===== src/design/bcdr_pkg.sv =====
package bcdr_pkg;

  // Copy burst granule in bytes, a power of two
  localparam int unsigned LINE_BYTES = 64;
  localparam logic [28:0] LineMask   = 29'(LINE_BYTES - 1);

  // Register values after reset
  localparam logic [12:0] ScrWidthRst  = 13'd1024;
  localparam logic [12:0] ScrHeightRst = 13'd768;
  localparam logic [16:0] LinePitchRst = 17'd4096;

  // Command codes of an input word
  typedef enum logic [1:0] {
    CmdBlit  = 2'd0,
    CmdFlush = 2'd1,
    CmdRow   = 2'd2
  } bcdr_cmd_e;

  // Register indexes on the configuration port (byte address / 4)
  typedef enum logic [1:0] {
    RegScrWidth  = 2'd0,
    RegScrHeight = 2'd1,
    RegLinePitch = 2'd2
  } bcdr_reg_e;

  // One input word
  typedef struct packed {
    logic [1:0]         command;
    logic signed [12:0] pos_x;
    logic signed [12:0] pos_y;
    logic [12:0]        size_w;
    logic [12:0]        size_h;
    logic [13:0]        src_pitch;
    logic [12:0]        span_right;
    logic [12:0]        span_bottom;
    logic [11:0]        row_y;
  } in_word_t;

  // One result word
  typedef struct packed {
    logic        valid_res;
    logic [12:0] rect_x0;
    logic [12:0] rect_y0;
    logic [12:0] rect_x1;
    logic [12:0] rect_y1;
    logic [25:0] src_skip;
    logic [28:0] mem_offset;
    logic [14:0] mem_bytes;
  } res_word_t;

endpackage


===== src/design/bcdr_in_if.sv =====
interface bcdr_in_if;
  logic               valid;
  logic               ready;
  logic [1:0]         command;
  logic signed [12:0] pos_x;
  logic signed [12:0] pos_y;
  logic [12:0]        size_w;
  logic [12:0]        size_h;
  logic [13:0]        src_pitch;
  logic [12:0]        span_right;
  logic [12:0]        span_bottom;
  logic [11:0]        row_y;

  modport source (
    output valid, command, pos_x, pos_y, size_w, size_h, src_pitch,
           span_right, span_bottom, row_y,
    input  ready
  );
  modport sink (
    input  valid, command, pos_x, pos_y, size_w, size_h, src_pitch,
           span_right, span_bottom, row_y,
    output ready
  );
endinterface


===== src/design/bcdr_out_if.sv =====
interface bcdr_out_if;
  logic        valid;
  logic        ready;
  logic        valid_res;
  logic [12:0] rect_x0;
  logic [12:0] rect_y0;
  logic [12:0] rect_x1;
  logic [12:0] rect_y1;
  logic [25:0] src_skip;
  logic [28:0] mem_offset;
  logic [14:0] mem_bytes;

  modport source (
    output valid, valid_res, rect_x0, rect_y0, rect_x1, rect_y1, src_skip,
           mem_offset, mem_bytes,
    input  ready
  );
  modport sink (
    input  valid, valid_res, rect_x0, rect_y0, rect_x1, rect_y1, src_skip,
           mem_offset, mem_bytes,
    output ready
  );
endinterface


===== src/design/blit_clip_dirty_rect_tracker_unit.sv =====
// Blit clipping and dirty-rectangle tracker.
// Input channel in_i carries command words: blit request, flush of the
// dirty rectangle, or row span query. Output channel out_o returns exactly
// one result word for every accepted command word, in order.
// An APB-style port sets screen width (0x0), screen height (0x4) and line
// pitch in bytes (0x8); write it only while no word is in flight.
// An accepted word sits in the input register and passes the clip/offset
// logic into the result register, which offers it, once that register is
// free or being taken. Throughput is one word per cycle while results are
// taken; the limit is the single pass through a 12x17 offset multiply and
// its adder. A word waits in the input register while the result register
// is held, so a stalled receiver costs no throughput until both registers are
// full; then ready drops and both words hold until the receiver takes one.
// Reset empties both registers, loads the screen registers with 1024x768,
// pitch 4096, and sets the dirty rectangle to empty (left/top at the screen
// size, right/bottom at zero). No clearing pass is needed.
module blit_clip_dirty_rect_tracker_unit (
  input  logic              clk_i,
  input  logic              rst_ni,
  bcdr_in_if.sink           in_i,
  bcdr_out_if.source        out_o,
  input  logic              psel,
  input  logic              penable,
  input  logic              pwrite,
  input  logic [3:0]        paddr,
  input  logic [31:0]       pwdata,
  output logic [31:0]       prdata,
  output logic              pready
);

  // Configuration registers
  logic [12:0] scr_width_q, scr_height_q;
  logic [16:0] line_pitch_q;
  logic        cfg_wr;

  assign pready = 1'b1;
  assign cfg_wr = psel && penable && pwrite;

  always_ff @(posedge clk_i or negedge rst_ni) begin
    if (!rst_ni) begin
      scr_width_q  <= bcdr_pkg::ScrWidthRst;
      scr_height_q <= bcdr_pkg::ScrHeightRst;
      line_pitch_q <= bcdr_pkg::LinePitchRst;
    end else if (cfg_wr) begin
      unique case (paddr[3:2])
        bcdr_pkg::RegScrWidth:  scr_width_q  <= pwdata[12:0];
        bcdr_pkg::RegScrHeight: scr_height_q <= pwdata[12:0];
        bcdr_pkg::RegLinePitch: line_pitch_q <= pwdata[16:0];
        default: ;
      endcase
    end
  end

  // Register read-back
  always_comb begin
    unique case (paddr[3:2])
      bcdr_pkg::RegScrWidth:  prdata = {19'd0, scr_width_q};
      bcdr_pkg::RegScrHeight: prdata = {19'd0, scr_height_q};
      bcdr_pkg::RegLinePitch: prdata = {15'd0, line_pitch_q};
      default:                prdata = 32'd0;
    endcase
  end

  // Handshake: input register feeds result register
  logic                 in_valid_q, out_valid_q;
  bcdr_pkg::in_word_t   in_q;
  bcdr_pkg::res_word_t  res_q, res_d;
  logic [1:0]           res_cmd_q;
  logic                 st_en, in_en;

  assign st_en      = in_valid_q && (!out_valid_q || out_o.ready);
  assign in_en      = in_i.valid && in_i.ready;
  assign in_i.ready = !in_valid_q || st_en;

  always_ff @(posedge clk_i or negedge rst_ni) begin
    if (!rst_ni) begin
      in_valid_q  <= 1'b0;
      out_valid_q <= 1'b0;
    end else begin
      if (in_i.ready) begin
        in_valid_q <= in_i.valid;
      end
      if (!out_valid_q || out_o.ready) begin
        out_valid_q <= in_valid_q;
      end
    end
  end

  // Capture the input word
  always_ff @(posedge clk_i) begin
    if (in_en) begin
      in_q <= '{command:     in_i.command,
                pos_x:       in_i.pos_x,
                pos_y:       in_i.pos_y,
                size_w:      in_i.size_w,
                size_h:      in_i.size_h,
                src_pitch:   in_i.src_pitch,
                span_right:  in_i.span_right,
                span_bottom: in_i.span_bottom,
                row_y:       in_i.row_y};
    end
  end

  // Dirty rectangle
  logic [12:0] dirty_left_q, dirty_top_q, dirty_right_q, dirty_bottom_q;

  // Blit clipping, done in 15-bit signed arithmetic
  logic signed [14:0] bx, by, bxe, bye, sw15, sh15;
  logic signed [14:0] bx0, by0, bex, bey, bwid;
  logic               b_vis;
  logic [12:0]        neg_x, neg_y;
  logic [26:0]        skip_prod;
  logic [25:0]        b_skip;

  always_comb begin
    bx   = 15'(in_q.pos_x);
    by   = 15'(in_q.pos_y);
    sw15 = $signed({2'b00, scr_width_q});
    sh15 = $signed({2'b00, scr_height_q});
    bxe  = bx + $signed({2'b00, in_q.size_w});
    bye  = by + $signed({2'b00, in_q.size_h});
    b_vis = !(bx >= sw15 || bxe <= 15'sd0 || by >= sh15 || bye <= 15'sd0);
    bex  = (bxe > sw15) ? sw15 : bxe;
    bey  = (bye > sh15) ? sh15 : bye;
    bx0  = (bx < 15'sd0) ? 15'sd0 : bx;
    by0  = (by < 15'sd0) ? 15'sd0 : by;
    bwid = bex - bx0;
    neg_x = (bx < 15'sd0) ? 13'(-bx) : 13'd0;
    neg_y = (by < 15'sd0) ? 13'(-by) : 13'd0;
    skip_prod = neg_y * in_q.src_pitch;
    b_skip = 26'(neg_x) + skip_prod[25:0];
  end

  // Row query bounds
  logic signed [14:0] r_top, r_row;
  logic               r_in;
  logic [11:0]        r_left;
  logic [14:0]        r_width;
  logic [12:0]        r_diff;

  always_comb begin
    r_top  = 15'(in_q.pos_y);
    r_row  = $signed({3'b000, in_q.row_y});
    r_in   = (r_top <= r_row) && (r_row < $signed({2'b00, in_q.span_bottom}));
    r_left = in_q.pos_x[12] ? 12'd0 : in_q.pos_x[11:0];
    r_diff = in_q.span_right - {1'b0, r_left};
    r_width = (in_q.span_right > {1'b0, r_left}) ? {r_diff, 2'b00} : 15'd0;
  end

  // Shared destination offset: row times pitch plus four bytes per pixel
  logic [11:0] ofs_row, ofs_col;
  logic [28:0] ofs_prod, ofs_sum;
  logic [15:0] len_sum;
  logic [14:0] r_len;

  always_comb begin
    if (in_q.command == bcdr_pkg::CmdBlit) begin
      ofs_row = by0[11:0];
      ofs_col = bx0[11:0];
    end else begin
      ofs_row = in_q.row_y;
      ofs_col = r_left;
    end
    ofs_prod = ofs_row * line_pitch_q;
    ofs_sum  = ofs_prod + {15'd0, ofs_col, 2'b00};
    len_sum  = 16'(r_width) + 16'(ofs_sum & bcdr_pkg::LineMask)
             + 16'(bcdr_pkg::LineMask);
    r_len    = len_sum[14:0] & ~15'(bcdr_pkg::LineMask);
  end

  // Select the result word
  always_comb begin
    res_d = '0;
    unique case (in_q.command)
      bcdr_pkg::CmdBlit: begin
        if (b_vis) begin
          res_d.valid_res  = 1'b1;
          res_d.rect_x0    = bx0[12:0];
          res_d.rect_y0    = by0[12:0];
          res_d.rect_x1    = bex[12:0];
          res_d.rect_y1    = bey[12:0];
          res_d.src_skip   = b_skip;
          res_d.mem_offset = ofs_sum;
          res_d.mem_bytes  = {bwid[12:0], 2'b00};
        end
      end
      bcdr_pkg::CmdFlush: begin
        res_d.valid_res = (dirty_left_q < dirty_right_q) &&
                          (dirty_top_q < dirty_bottom_q);
        res_d.rect_x0   = dirty_left_q;
        res_d.rect_y0   = dirty_top_q;
        res_d.rect_x1   = dirty_right_q;
        res_d.rect_y1   = dirty_bottom_q;
      end
      bcdr_pkg::CmdRow: begin
        if (r_in) begin
          res_d.valid_res  = 1'b1;
          res_d.rect_x0    = {1'b0, r_left};
          res_d.rect_y0    = {1'b0, in_q.row_y};
          res_d.rect_x1    = in_q.span_right;
          res_d.rect_y1    = {1'b0, in_q.row_y} + 13'd1;
          res_d.mem_offset = ofs_sum & ~bcdr_pkg::LineMask;
          res_d.mem_bytes  = r_len;
        end
      end
      default: ;
    endcase
  end

  // Hold the result word until taken
  always_ff @(posedge clk_i) begin
    if (st_en) begin
      res_q     <= res_d;
      res_cmd_q <= in_q.command;
    end
  end

  // Grow the dirty rectangle on a visible blit, empty it on a flush
  always_ff @(posedge clk_i or negedge rst_ni) begin
    if (!rst_ni) begin
      dirty_left_q   <= bcdr_pkg::ScrWidthRst;
      dirty_top_q    <= bcdr_pkg::ScrHeightRst;
      dirty_right_q  <= '0;
      dirty_bottom_q <= '0;
    end else if (st_en) begin
      if (in_q.command == bcdr_pkg::CmdBlit && b_vis) begin
        if (dirty_left_q > bx0[12:0])    dirty_left_q   <= bx0[12:0];
        if (dirty_top_q > by0[12:0])     dirty_top_q    <= by0[12:0];
        if (dirty_right_q < bex[12:0])   dirty_right_q  <= bex[12:0];
        if (dirty_bottom_q < bey[12:0])  dirty_bottom_q <= bey[12:0];
      end else if (in_q.command == bcdr_pkg::CmdFlush) begin
        dirty_left_q   <= scr_width_q;
        dirty_top_q    <= scr_height_q;
        dirty_right_q  <= '0;
        dirty_bottom_q <= '0;
      end
    end
  end

  // Drive the output channel
  assign out_o.valid      = out_valid_q;
  assign out_o.valid_res  = res_q.valid_res;
  assign out_o.rect_x0    = res_q.rect_x0;
  assign out_o.rect_y0    = res_q.rect_y0;
  assign out_o.rect_x1    = res_q.rect_x1;
  assign out_o.rect_y1    = res_q.rect_y1;
  assign out_o.src_skip   = res_q.src_skip;
  assign out_o.mem_offset = res_q.mem_offset;
  assign out_o.mem_bytes  = res_q.mem_bytes;

`ifndef SYNTHESIS
  a_ready_when_empty: assert property (@(posedge clk_i) disable iff (!rst_ni)
    !in_valid_q |-> in_i.ready)
    else $error("input refused with empty input register");

  a_result_has_source: assert property (@(posedge clk_i) disable iff (!rst_ni)
    $rose(out_valid_q) |-> $past(st_en))
    else $error("result word appeared without a word passing through");

  a_flush_empties: assert property (@(posedge clk_i) disable iff (!rst_ni)
    (st_en && in_q.command == bcdr_pkg::CmdFlush) |=>
      (dirty_right_q == 13'd0 && dirty_bottom_q == 13'd0))
    else $error("dirty rectangle not emptied by flush");

  a_dirty_covers_blit: assert property (@(posedge clk_i) disable iff (!rst_ni)
    (st_en && in_q.command == bcdr_pkg::CmdBlit && b_vis) |=>
      (dirty_left_q <= res_q.rect_x0 && dirty_top_q <= res_q.rect_y0 &&
       dirty_right_q >= res_q.rect_x1 && dirty_bottom_q >= res_q.rect_y1))
    else $error("dirty rectangle misses a visible blit");

  a_row_aligned: assert property (@(posedge clk_i) disable iff (!rst_ni)
    (out_valid_q && res_cmd_q == bcdr_pkg::CmdRow) |->
      ((res_q.mem_offset & bcdr_pkg::LineMask) == 29'd0 &&
       (res_q.mem_bytes & 15'(bcdr_pkg::LineMask)) == 15'd0))
    else $error("row span not aligned to the line granule");
`endif

endmodule

===== src/flat_wrapper.sv =====
// flat-port wrapper written by rule: the top's interface ports become plain ports
module blit_clip_dirty_rect_tracker_unit_flat 
  (clk_i, rst_ni, psel, penable, pwrite, paddr, pwdata, prdata, pready, in_i_valid, in_i_command, in_i_pos_x, in_i_pos_y, in_i_size_w, in_i_size_h, in_i_src_pitch, in_i_span_right, in_i_span_bottom, in_i_row_y, in_i_ready, out_o_valid, out_o_valid_res, out_o_rect_x0, out_o_rect_y0, out_o_rect_x1, out_o_rect_y1, out_o_src_skip, out_o_mem_offset, out_o_mem_bytes, out_o_ready);
  bcdr_in_if in_i_i ();
  bcdr_out_if out_o_i ();
  input  logic clk_i;
  input  logic rst_ni;
  input  logic psel;
  input  logic penable;
  input  logic pwrite;
  input  logic [3:0] paddr;
  input  logic [31:0] pwdata;
  output logic [31:0] prdata;
  output logic pready;
  input wire logic [$bits(in_i_i.valid)-1:0] in_i_valid;
  input wire logic [$bits(in_i_i.command)-1:0] in_i_command;
  input wire logic [$bits(in_i_i.pos_x)-1:0] in_i_pos_x;
  input wire logic [$bits(in_i_i.pos_y)-1:0] in_i_pos_y;
  input wire logic [$bits(in_i_i.size_w)-1:0] in_i_size_w;
  input wire logic [$bits(in_i_i.size_h)-1:0] in_i_size_h;
  input wire logic [$bits(in_i_i.src_pitch)-1:0] in_i_src_pitch;
  input wire logic [$bits(in_i_i.span_right)-1:0] in_i_span_right;
  input wire logic [$bits(in_i_i.span_bottom)-1:0] in_i_span_bottom;
  input wire logic [$bits(in_i_i.row_y)-1:0] in_i_row_y;
  output wire logic [$bits(in_i_i.ready)-1:0] in_i_ready;
  output wire logic [$bits(out_o_i.valid)-1:0] out_o_valid;
  output wire logic [$bits(out_o_i.valid_res)-1:0] out_o_valid_res;
  output wire logic [$bits(out_o_i.rect_x0)-1:0] out_o_rect_x0;
  output wire logic [$bits(out_o_i.rect_y0)-1:0] out_o_rect_y0;
  output wire logic [$bits(out_o_i.rect_x1)-1:0] out_o_rect_x1;
  output wire logic [$bits(out_o_i.rect_y1)-1:0] out_o_rect_y1;
  output wire logic [$bits(out_o_i.src_skip)-1:0] out_o_src_skip;
  output wire logic [$bits(out_o_i.mem_offset)-1:0] out_o_mem_offset;
  output wire logic [$bits(out_o_i.mem_bytes)-1:0] out_o_mem_bytes;
  input wire logic [$bits(out_o_i.ready)-1:0] out_o_ready;
  assign in_i_i.valid = in_i_valid;
  assign in_i_i.command = in_i_command;
  assign in_i_i.pos_x = in_i_pos_x;
  assign in_i_i.pos_y = in_i_pos_y;
  assign in_i_i.size_w = in_i_size_w;
  assign in_i_i.size_h = in_i_size_h;
  assign in_i_i.src_pitch = in_i_src_pitch;
  assign in_i_i.span_right = in_i_span_right;
  assign in_i_i.span_bottom = in_i_span_bottom;
  assign in_i_i.row_y = in_i_row_y;
  assign in_i_ready = in_i_i.ready;
  assign out_o_valid = out_o_i.valid;
  assign out_o_valid_res = out_o_i.valid_res;
  assign out_o_rect_x0 = out_o_i.rect_x0;
  assign out_o_rect_y0 = out_o_i.rect_y0;
  assign out_o_rect_x1 = out_o_i.rect_x1;
  assign out_o_rect_y1 = out_o_i.rect_y1;
  assign out_o_src_skip = out_o_i.src_skip;
  assign out_o_mem_offset = out_o_i.mem_offset;
  assign out_o_mem_bytes = out_o_i.mem_bytes;
  assign out_o_i.ready = out_o_ready;
  blit_clip_dirty_rect_tracker_unit u_core (.clk_i(clk_i), .rst_ni(rst_ni), .in_i(in_i_i), .out_o(out_o_i), .psel(psel), .penable(penable), .pwrite(pwrite), .paddr(paddr), .pwdata(pwdata), .prdata(prdata), .pready(pready));
endmodule

===== config.mk =====
export PLATFORM = sky130hd
export DESIGN_NAME = blit_clip_dirty_rect_tracker_unit_flat
export DESIGN_NICKNAME = d
export VERILOG_FILES = /design/src/design/bcdr_pkg.sv /design/src/design/bcdr_in_if.sv /design/src/design/bcdr_out_if.sv /design/src/design/blit_clip_dirty_rect_tracker_unit.sv /design/src/flat_wrapper.sv
export SDC_FILE = /design/constraint.sdc
export NUM_CORES = 2
export LEC_CHECK = 0
export BUFFER_PORTS_ARGS = -buffer_cell sky130_fd_sc_hd__buf_2
export CORE_MARGIN = 2
export CORE_UTILIZATION = 35
export DETAILED_ROUTE_END_ITERATION = 16
export PLACE_DENSITY = 0.5
export SYNTH_ARGS = -nofsm -noshare
export SYNTH_HDL_FRONTEND = slang
export SYNTH_SLANG_ARGS = --single-unit

===== constraint.sdc =====
create_clock -name clk_i -period 18.6 [get_ports clk_i]
set_clock_uncertainty 0.1 [all_clocks]
set_input_delay 0.93 -clock clk_i [delete_from_list [all_inputs] [get_ports clk_i]]
set_output_delay 0.93 -clock clk_i [all_outputs]
set_load 0.005 [all_outputs]

Yosys cells after proc, flatten, opt, wreduce, memory -nomap -nowiden
Cells that the tools add are included.
Widths: inputs -> output; s select.
{"block": "word_totals", "register_bits": 326, "inputBits": 149, "out_inout_bits": 158, "elab_cells": 118}
{"block": "classes", "n_addsub": 11, "n_mul": 2, "magnitude_cmp": 17, "n_eq_ne": 8, "muxes": 27, "bitwise": 1, "n_reduce_logical": 26}
{"cell": "$mux 13", "count": 17}
{"cell": "$pmux 53 s3", "count": 1}
{"cell": "$mux 123", "count": 1}
{"cell": "$pmux 44 s2", "count": 1}
{"cell": "$mux 53", "count": 1}
{"cell": "$lt 13x13->1", "count": 4}
{"cell": "$pmux 17 s3", "count": 1}
{"cell": "$mux 44", "count": 1}
{"cell": "$mux 12", "count": 3}
{"cell": "$add 13x14->15", "count": 2}
{"cell": "$gt 15x14->1", "count": 2}
{"cell": "$le 15x1->1 const B", "count": 2}
{"cell": "$add 29x14->29", "count": 1}
{"cell": "$mul 12x17->29", "count": 1}
{"cell": "$ge 13x14->1", "count": 2}
{"cell": "$add 13x26->26", "count": 1}
{"cell": "$gt 13x13->1", "count": 2}
{"cell": "$lt 13x1->1 const B", "count": 2}
{"cell": "$mul 13x14->26", "count": 1}
{"cell": "$neg 13->13", "count": 2}
{"cell": "$add 15x6->15", "count": 1}
{"cell": "$add 15x6->15 const B", "count": 1}
{"cell": "$mux 15", "count": 1}
{"cell": "$add 12x1->13 const B", "count": 1}
{"cell": "17 further kinds", "count": 40}

Logic depth before layout (Yosys ltp)
{"block": "logic_depth", "word_depth": 9, "ltp_mapped": 32, "mapped_depth_nobuf": 30}

Worst setup path after synthesis
No wires, ideal clock.
{"block": "synth_path", "path_type": "register to register", "startpoint": "register u_core.in_q (netlist bit u_core.by[3])", "endpoint": "register u_core.res_q (netlist bit u_core.out_o.src_skip[24]) (data pin)", "setup_ns": 0.256, "arrival_time_ns": 7.042, "required_time_ns": 18.244, "slack_ns": 11.203, "path_stages_with_launch": 29, "n_path_buf": 2, "synth_period_minus_slack_ns": 7.397, "cell_sequence": "edfxtp_1 > clkbuf_1 > or4_1 > nor4_1 > nand2b_1 > or2_2 > xor2_1 > and2_1 > clkbuf_1 > nand2_1 > fa_1 > fa_1 > inv_1 > fa_1 > fa_1 > fa_1 > inv_1 > fa_1 > inv_1 > ha_1 > a21o_1 > a21o_1 > a21o_1 > nand2_1 > nand2_1 > a41oi_1 > o21bai_1 > a2111o_1 > and4_1"}
{"block": "synth_via", "elab_chain_cells": 4, "word_cells_on_any_way": 11, "classes_between": "3 x add/sub; 1 x mul; 3 x order compare; 1 x mux; 3 x reduce/logical"}
{"item": "from (decl)", "line": "blit_clip_dirty_rect_tracker_unit.sv:66", "text": "bcdr_pkg::in_word_t in_q;"}
{"item": "from (signal assigned)", "line": "blit_clip_dirty_rect_tracker_unit.sv:92", "text": "in_q <= '{command: in_i.command,"}
{"item": "$neg 13->13, or another cell as far along", "line": "blit_clip_dirty_rect_tracker_unit.sv:129", "text": "neg_y = (by < 15'sd0) ? 13'(-by) : 13'd0;"}
{"item": "$mux 13, or another cell as far along", "line": "blit_clip_dirty_rect_tracker_unit.sv:129"}
{"item": "$mul 13x14->26 or $logic_or 1x1->1 (tied branches)", "line": "blit_clip_dirty_rect_tracker_unit.sv:130, blit_clip_dirty_rect_tracker_unit.sv:122"}
{"item": "$add 13x26->26 or $reduce_or 2->1 (tied branches)"}
{"item": "to (signal assigned)", "line": "blit_clip_dirty_rect_tracker_unit.sv:213", "text": "res_q <= res_d;"}
{"item": "to (decl)", "line": "blit_clip_dirty_rect_tracker_unit.sv:67", "text": "bcdr_pkg::res_word_t res_q, res_d;"}
Parallel ways exist; a longest one is shown, timed or not.
A chain may end at the register's enable or synchronous reset.

Final worst setup path
{"block": "layout_path", "startpoint": "register u_core.in_q (netlist bit u_core.by[3])", "endpoint": "register u_core.res_q (netlist bit u_core.out_o.src_skip[25]) (data pin)"}
The elaborated chain is that of the path after synthesis.

==> impl_metrics.tcl <==
set metrics [dict create \
    dp.cells 4816 \
    worst_slew_pin_slew_ns 1.102 \
    syn_inst 3381 \
    yosysWarnings 0 \
    critPathSlowestCell "o41ai_1" \
    first_pass_iters 6 \
    synth_edf_count 227 \
    numCtsBuffers 44 \
    timing.rr.end "u_core.out_o.src_skip[25]" \
    n_fill_cell 9479 \
    cts.clk_slew.worst_paths_ns 0.06 \
    grt_remaining_overflow 0 \
    outcome "finished, final reports clean" \
    start_util_pct 35.38 \
    post_cts_buffers 0 \
    antenna_found_initial 15 \
    hpwlAfterDp_mm 81.17 \
    finalCriticalPeriod_ns 9.292 \
    cp.arrival_ns 9.52 \
    area_growth_pct 12.50 \
    multi_input_area_sq_um 21380 \
    rsz0062_at_grt "no" \
    worst_ep_required_time_ns 18.83 \
    vias_per_cell 5.119 \
    yosys.area.top_type "edfxtp_1" \
    drt-total-wl_mm 104.7 \
    setup_viol 0 \
    die_w_um 311.6 \
    finalHoldViolations 0 \
    cts_hold_buf 0 \
    drive_above_1_share_pct 13.15 \
    finalNetCount 4430 \
    cpMostUsedCell "fa_1" \
    path_depth 24 \
    drtIter0Drc 1827 \
    final_antenna_net_count 0 \
    die_h_um 311.6 \
    timing.hold.ws_ns 0.2594 \
    fin_tns_setup_ns 0 \
    cts_tree "built" \
    critPathTopFamily "adder cells" \
    dieArea_sq_um 97110 \
    cap_violations 0 \
    critPathMaxStageDelay_ns 0.80 \
    syn-cell-area_sq_um 33120 \
    avgSynthCellArea_sq_um 9.796 \
    seq_area_frac_synth_pct 27.94 \
    async_flop_share_pct 29.94 \
    report.final.slew_viol_count 0 \
    synth.top_cell.area_share_pct 20.58 \
    synthTopCellsByCount "inv_1 (516), nand2_1 (369), ha_1 (366), fa_1 (307), edfxtp_1 (227)" \
    htree_levels 2 \
    path_cells "or4_1 -> nor4_1 -> nand2b_1 -> or2_2 -> xor2_1 -> and2_1 -> nand2_1 -> fa_1 -> fa_1 -> inv_1 -> fa_1 -> fa_1 -> fa_1 -> inv_1 -> fa_1 -> inv_1 -> ha_1 -> a41oi_1 -> o41ai_1 -> and2_1 -> a21o_1 -> a21oi_1 -> xnor2_1 -> nor2_1" \
    fin_cells 4902 \
    register_area_sq_um 9253 \
    power_density_nw_per_um2 143.2 \
    min_path_type "in2async" \
    ff2ff_setup_slack_ns 9.31 \
    period_share_pct 49.96 \
    ys_seq_elements 324 \
    end_kind "register" \
    num_rows 112 \
    track_usage_pct 21.79 \
    drc 0 \
    relSlewSlack_pct 25.99 \
    coreArea_sq_um 93610 \
    insertion_delay_ns 0.62 \
    r2r_start "u_core.by[3]" \
    synth_cell_type_count 84 \
    grt_max_degree 89 \
    worstSetupPathType "reg2reg" \
    ios 307 \
    dr_total_vias 25100 \
    synth_flop_cell "edfxtp_1" \
    peakVddDrop_mv 0.1950 \
    post_cts_resized 0 \
    yosys-top-cells-area "edfxtp_1 (21%), fa_1 (19%), ha_1 (14%), dfrtp_1 (6.8%), inv_1 (5.8%)" \
    clock-sinks 324 \
    clockRootBuffer "clkbuf_16" \
    cp-startpoint "u_core.by[3]" \
    port_buffers 271 \
    critPathCapture "u_core.out_o.src_skip[25]" \
    clk_path_buf_depth 3 \
    critPathBufInv 3 \
    startpoint_type "register" \
    worst-path-max-fanout 10 \
    synth_most_common_cell "inv_1" \
    grt_pass1_wl_mm 159.9 \
    clock.fmax_mhz 107.6 \
    grt_pass1_vias 25530 \
    gp_congestion 0.8882 \
    power.leakage_nw 17.65 \
    reg2reg_depth 24 \
    wl_per_cell_um 21.37 \
]
state kept, by name, summed over array words and instances (netlist names), 17 cells and up:
| signal | flops |
|---|---|
| u_core.in_q | 80 |
| u_core.line_pitch_q | 17 |
| u_core.out_o.mem_offset | 29 |
| u_core.out_o.src_skip | 26 |
final cells by class:
cell class / count / share of cell area, %
clock inverter: 22 / 0.5977
clock buffer: 58 / 3.291
timing repair buffer: 310 / 4.433
inverter: 516 / 5.212
tap: 1254 / 4.211
multi-input combinational: 2412 / 57.38
sequential: 324 / 24.83
antenna: 6 / 0.04030
routing by layer:
| layer | up-vias | share of wire [%] | track usage, % |
|---|---|---|---|
| met2 | 705 | 44 | 33.45 |
| met3 | 136 | 5.8 | 3.421 |
| met5 | - | 0.13 | 0.7411 |
| li1 | 11860 | - | - |
| met1 | 12390 | 47 | 31.51 |
| met4 | 10 | 2.9 | 6.447 |
power by group:
part,switching [mW],internal (mW),leakage (nW)
registers,0.161,0.930,3.43
clock network,0.367,0.499,0.702
logic,1.93,1.44,13.5
cell families after synthesis:
kind of cell,synth area share [%]
and+or+nand+nor,14.08
DFF,27.94
AOI/OAI and AO/OA,10.01
other,0.02267
adders and majority gates,32.38
muxes,4.594
xor gates and xnor gates,3.090
buffers and inverters,7.888
worst min path at each step:
stage / from / to / slack [ns] / depth (start not counted)
finish: rst_ni / u_core.line_pitch_q[15] / 0.26 / 1
global route: rst_ni / u_core.line_pitch_q[15] / 0.31 / 1
CTS: rst_ni / u_core.line_pitch_q[15] / 0.26 / 1
detailed placement: u_core.in_valid_q / u_core.out_o.valid / 0.41 / 1
global placement: u_core.in_valid_q / u_core.out_o.valid / 0.40 / 1
floorplan: u_core.in_valid_q / u_core.out_o.valid / 0.36 / 1
placed cells by master, fill, tap and decap left out, types with 25 or more instances in the layout:
cell / count
inv_1: 515
nand2_1: 369
ha_1: 366
fa_1: 307
buf_2: 270
edfxtp_1: 227
nor2_1: 134
o21ai_0: 132
a21oi_1: 117
and2_1: 115
dfrtp_1: 90
mux2i_1: 89
and3_1: 88
xnor2_1: 73
mux2_2: 56
a21o_1: 50
clkbuf_16: 46
xor2_1: 42
nor3_1: 40
buf_4: 40
nand2b_1: 34
nor2b_1: 33
a22oi_1: 33
nand3_1: 32
o21a_1: 25
nand4_1: 25
stage by stage:
step / total power [mW] / util (%) / area, sq um / worst slack, ns
final: 5.335 / 39.80 / 37260 / 9.308
after global routing: 5.965 / 39.79 / 37250 / 8.783
after CTS: 5.406 / 39.79 / 37240 / 9.330
after detailed placement: 4.484 / 38.24 / 35800 / 9.338
after global placement: 4.490 / 38.24 / 35800 / 9.409
after floorplan: 3.630 / - / 33180 / 11.20
(Power assumes the default switching activity.)
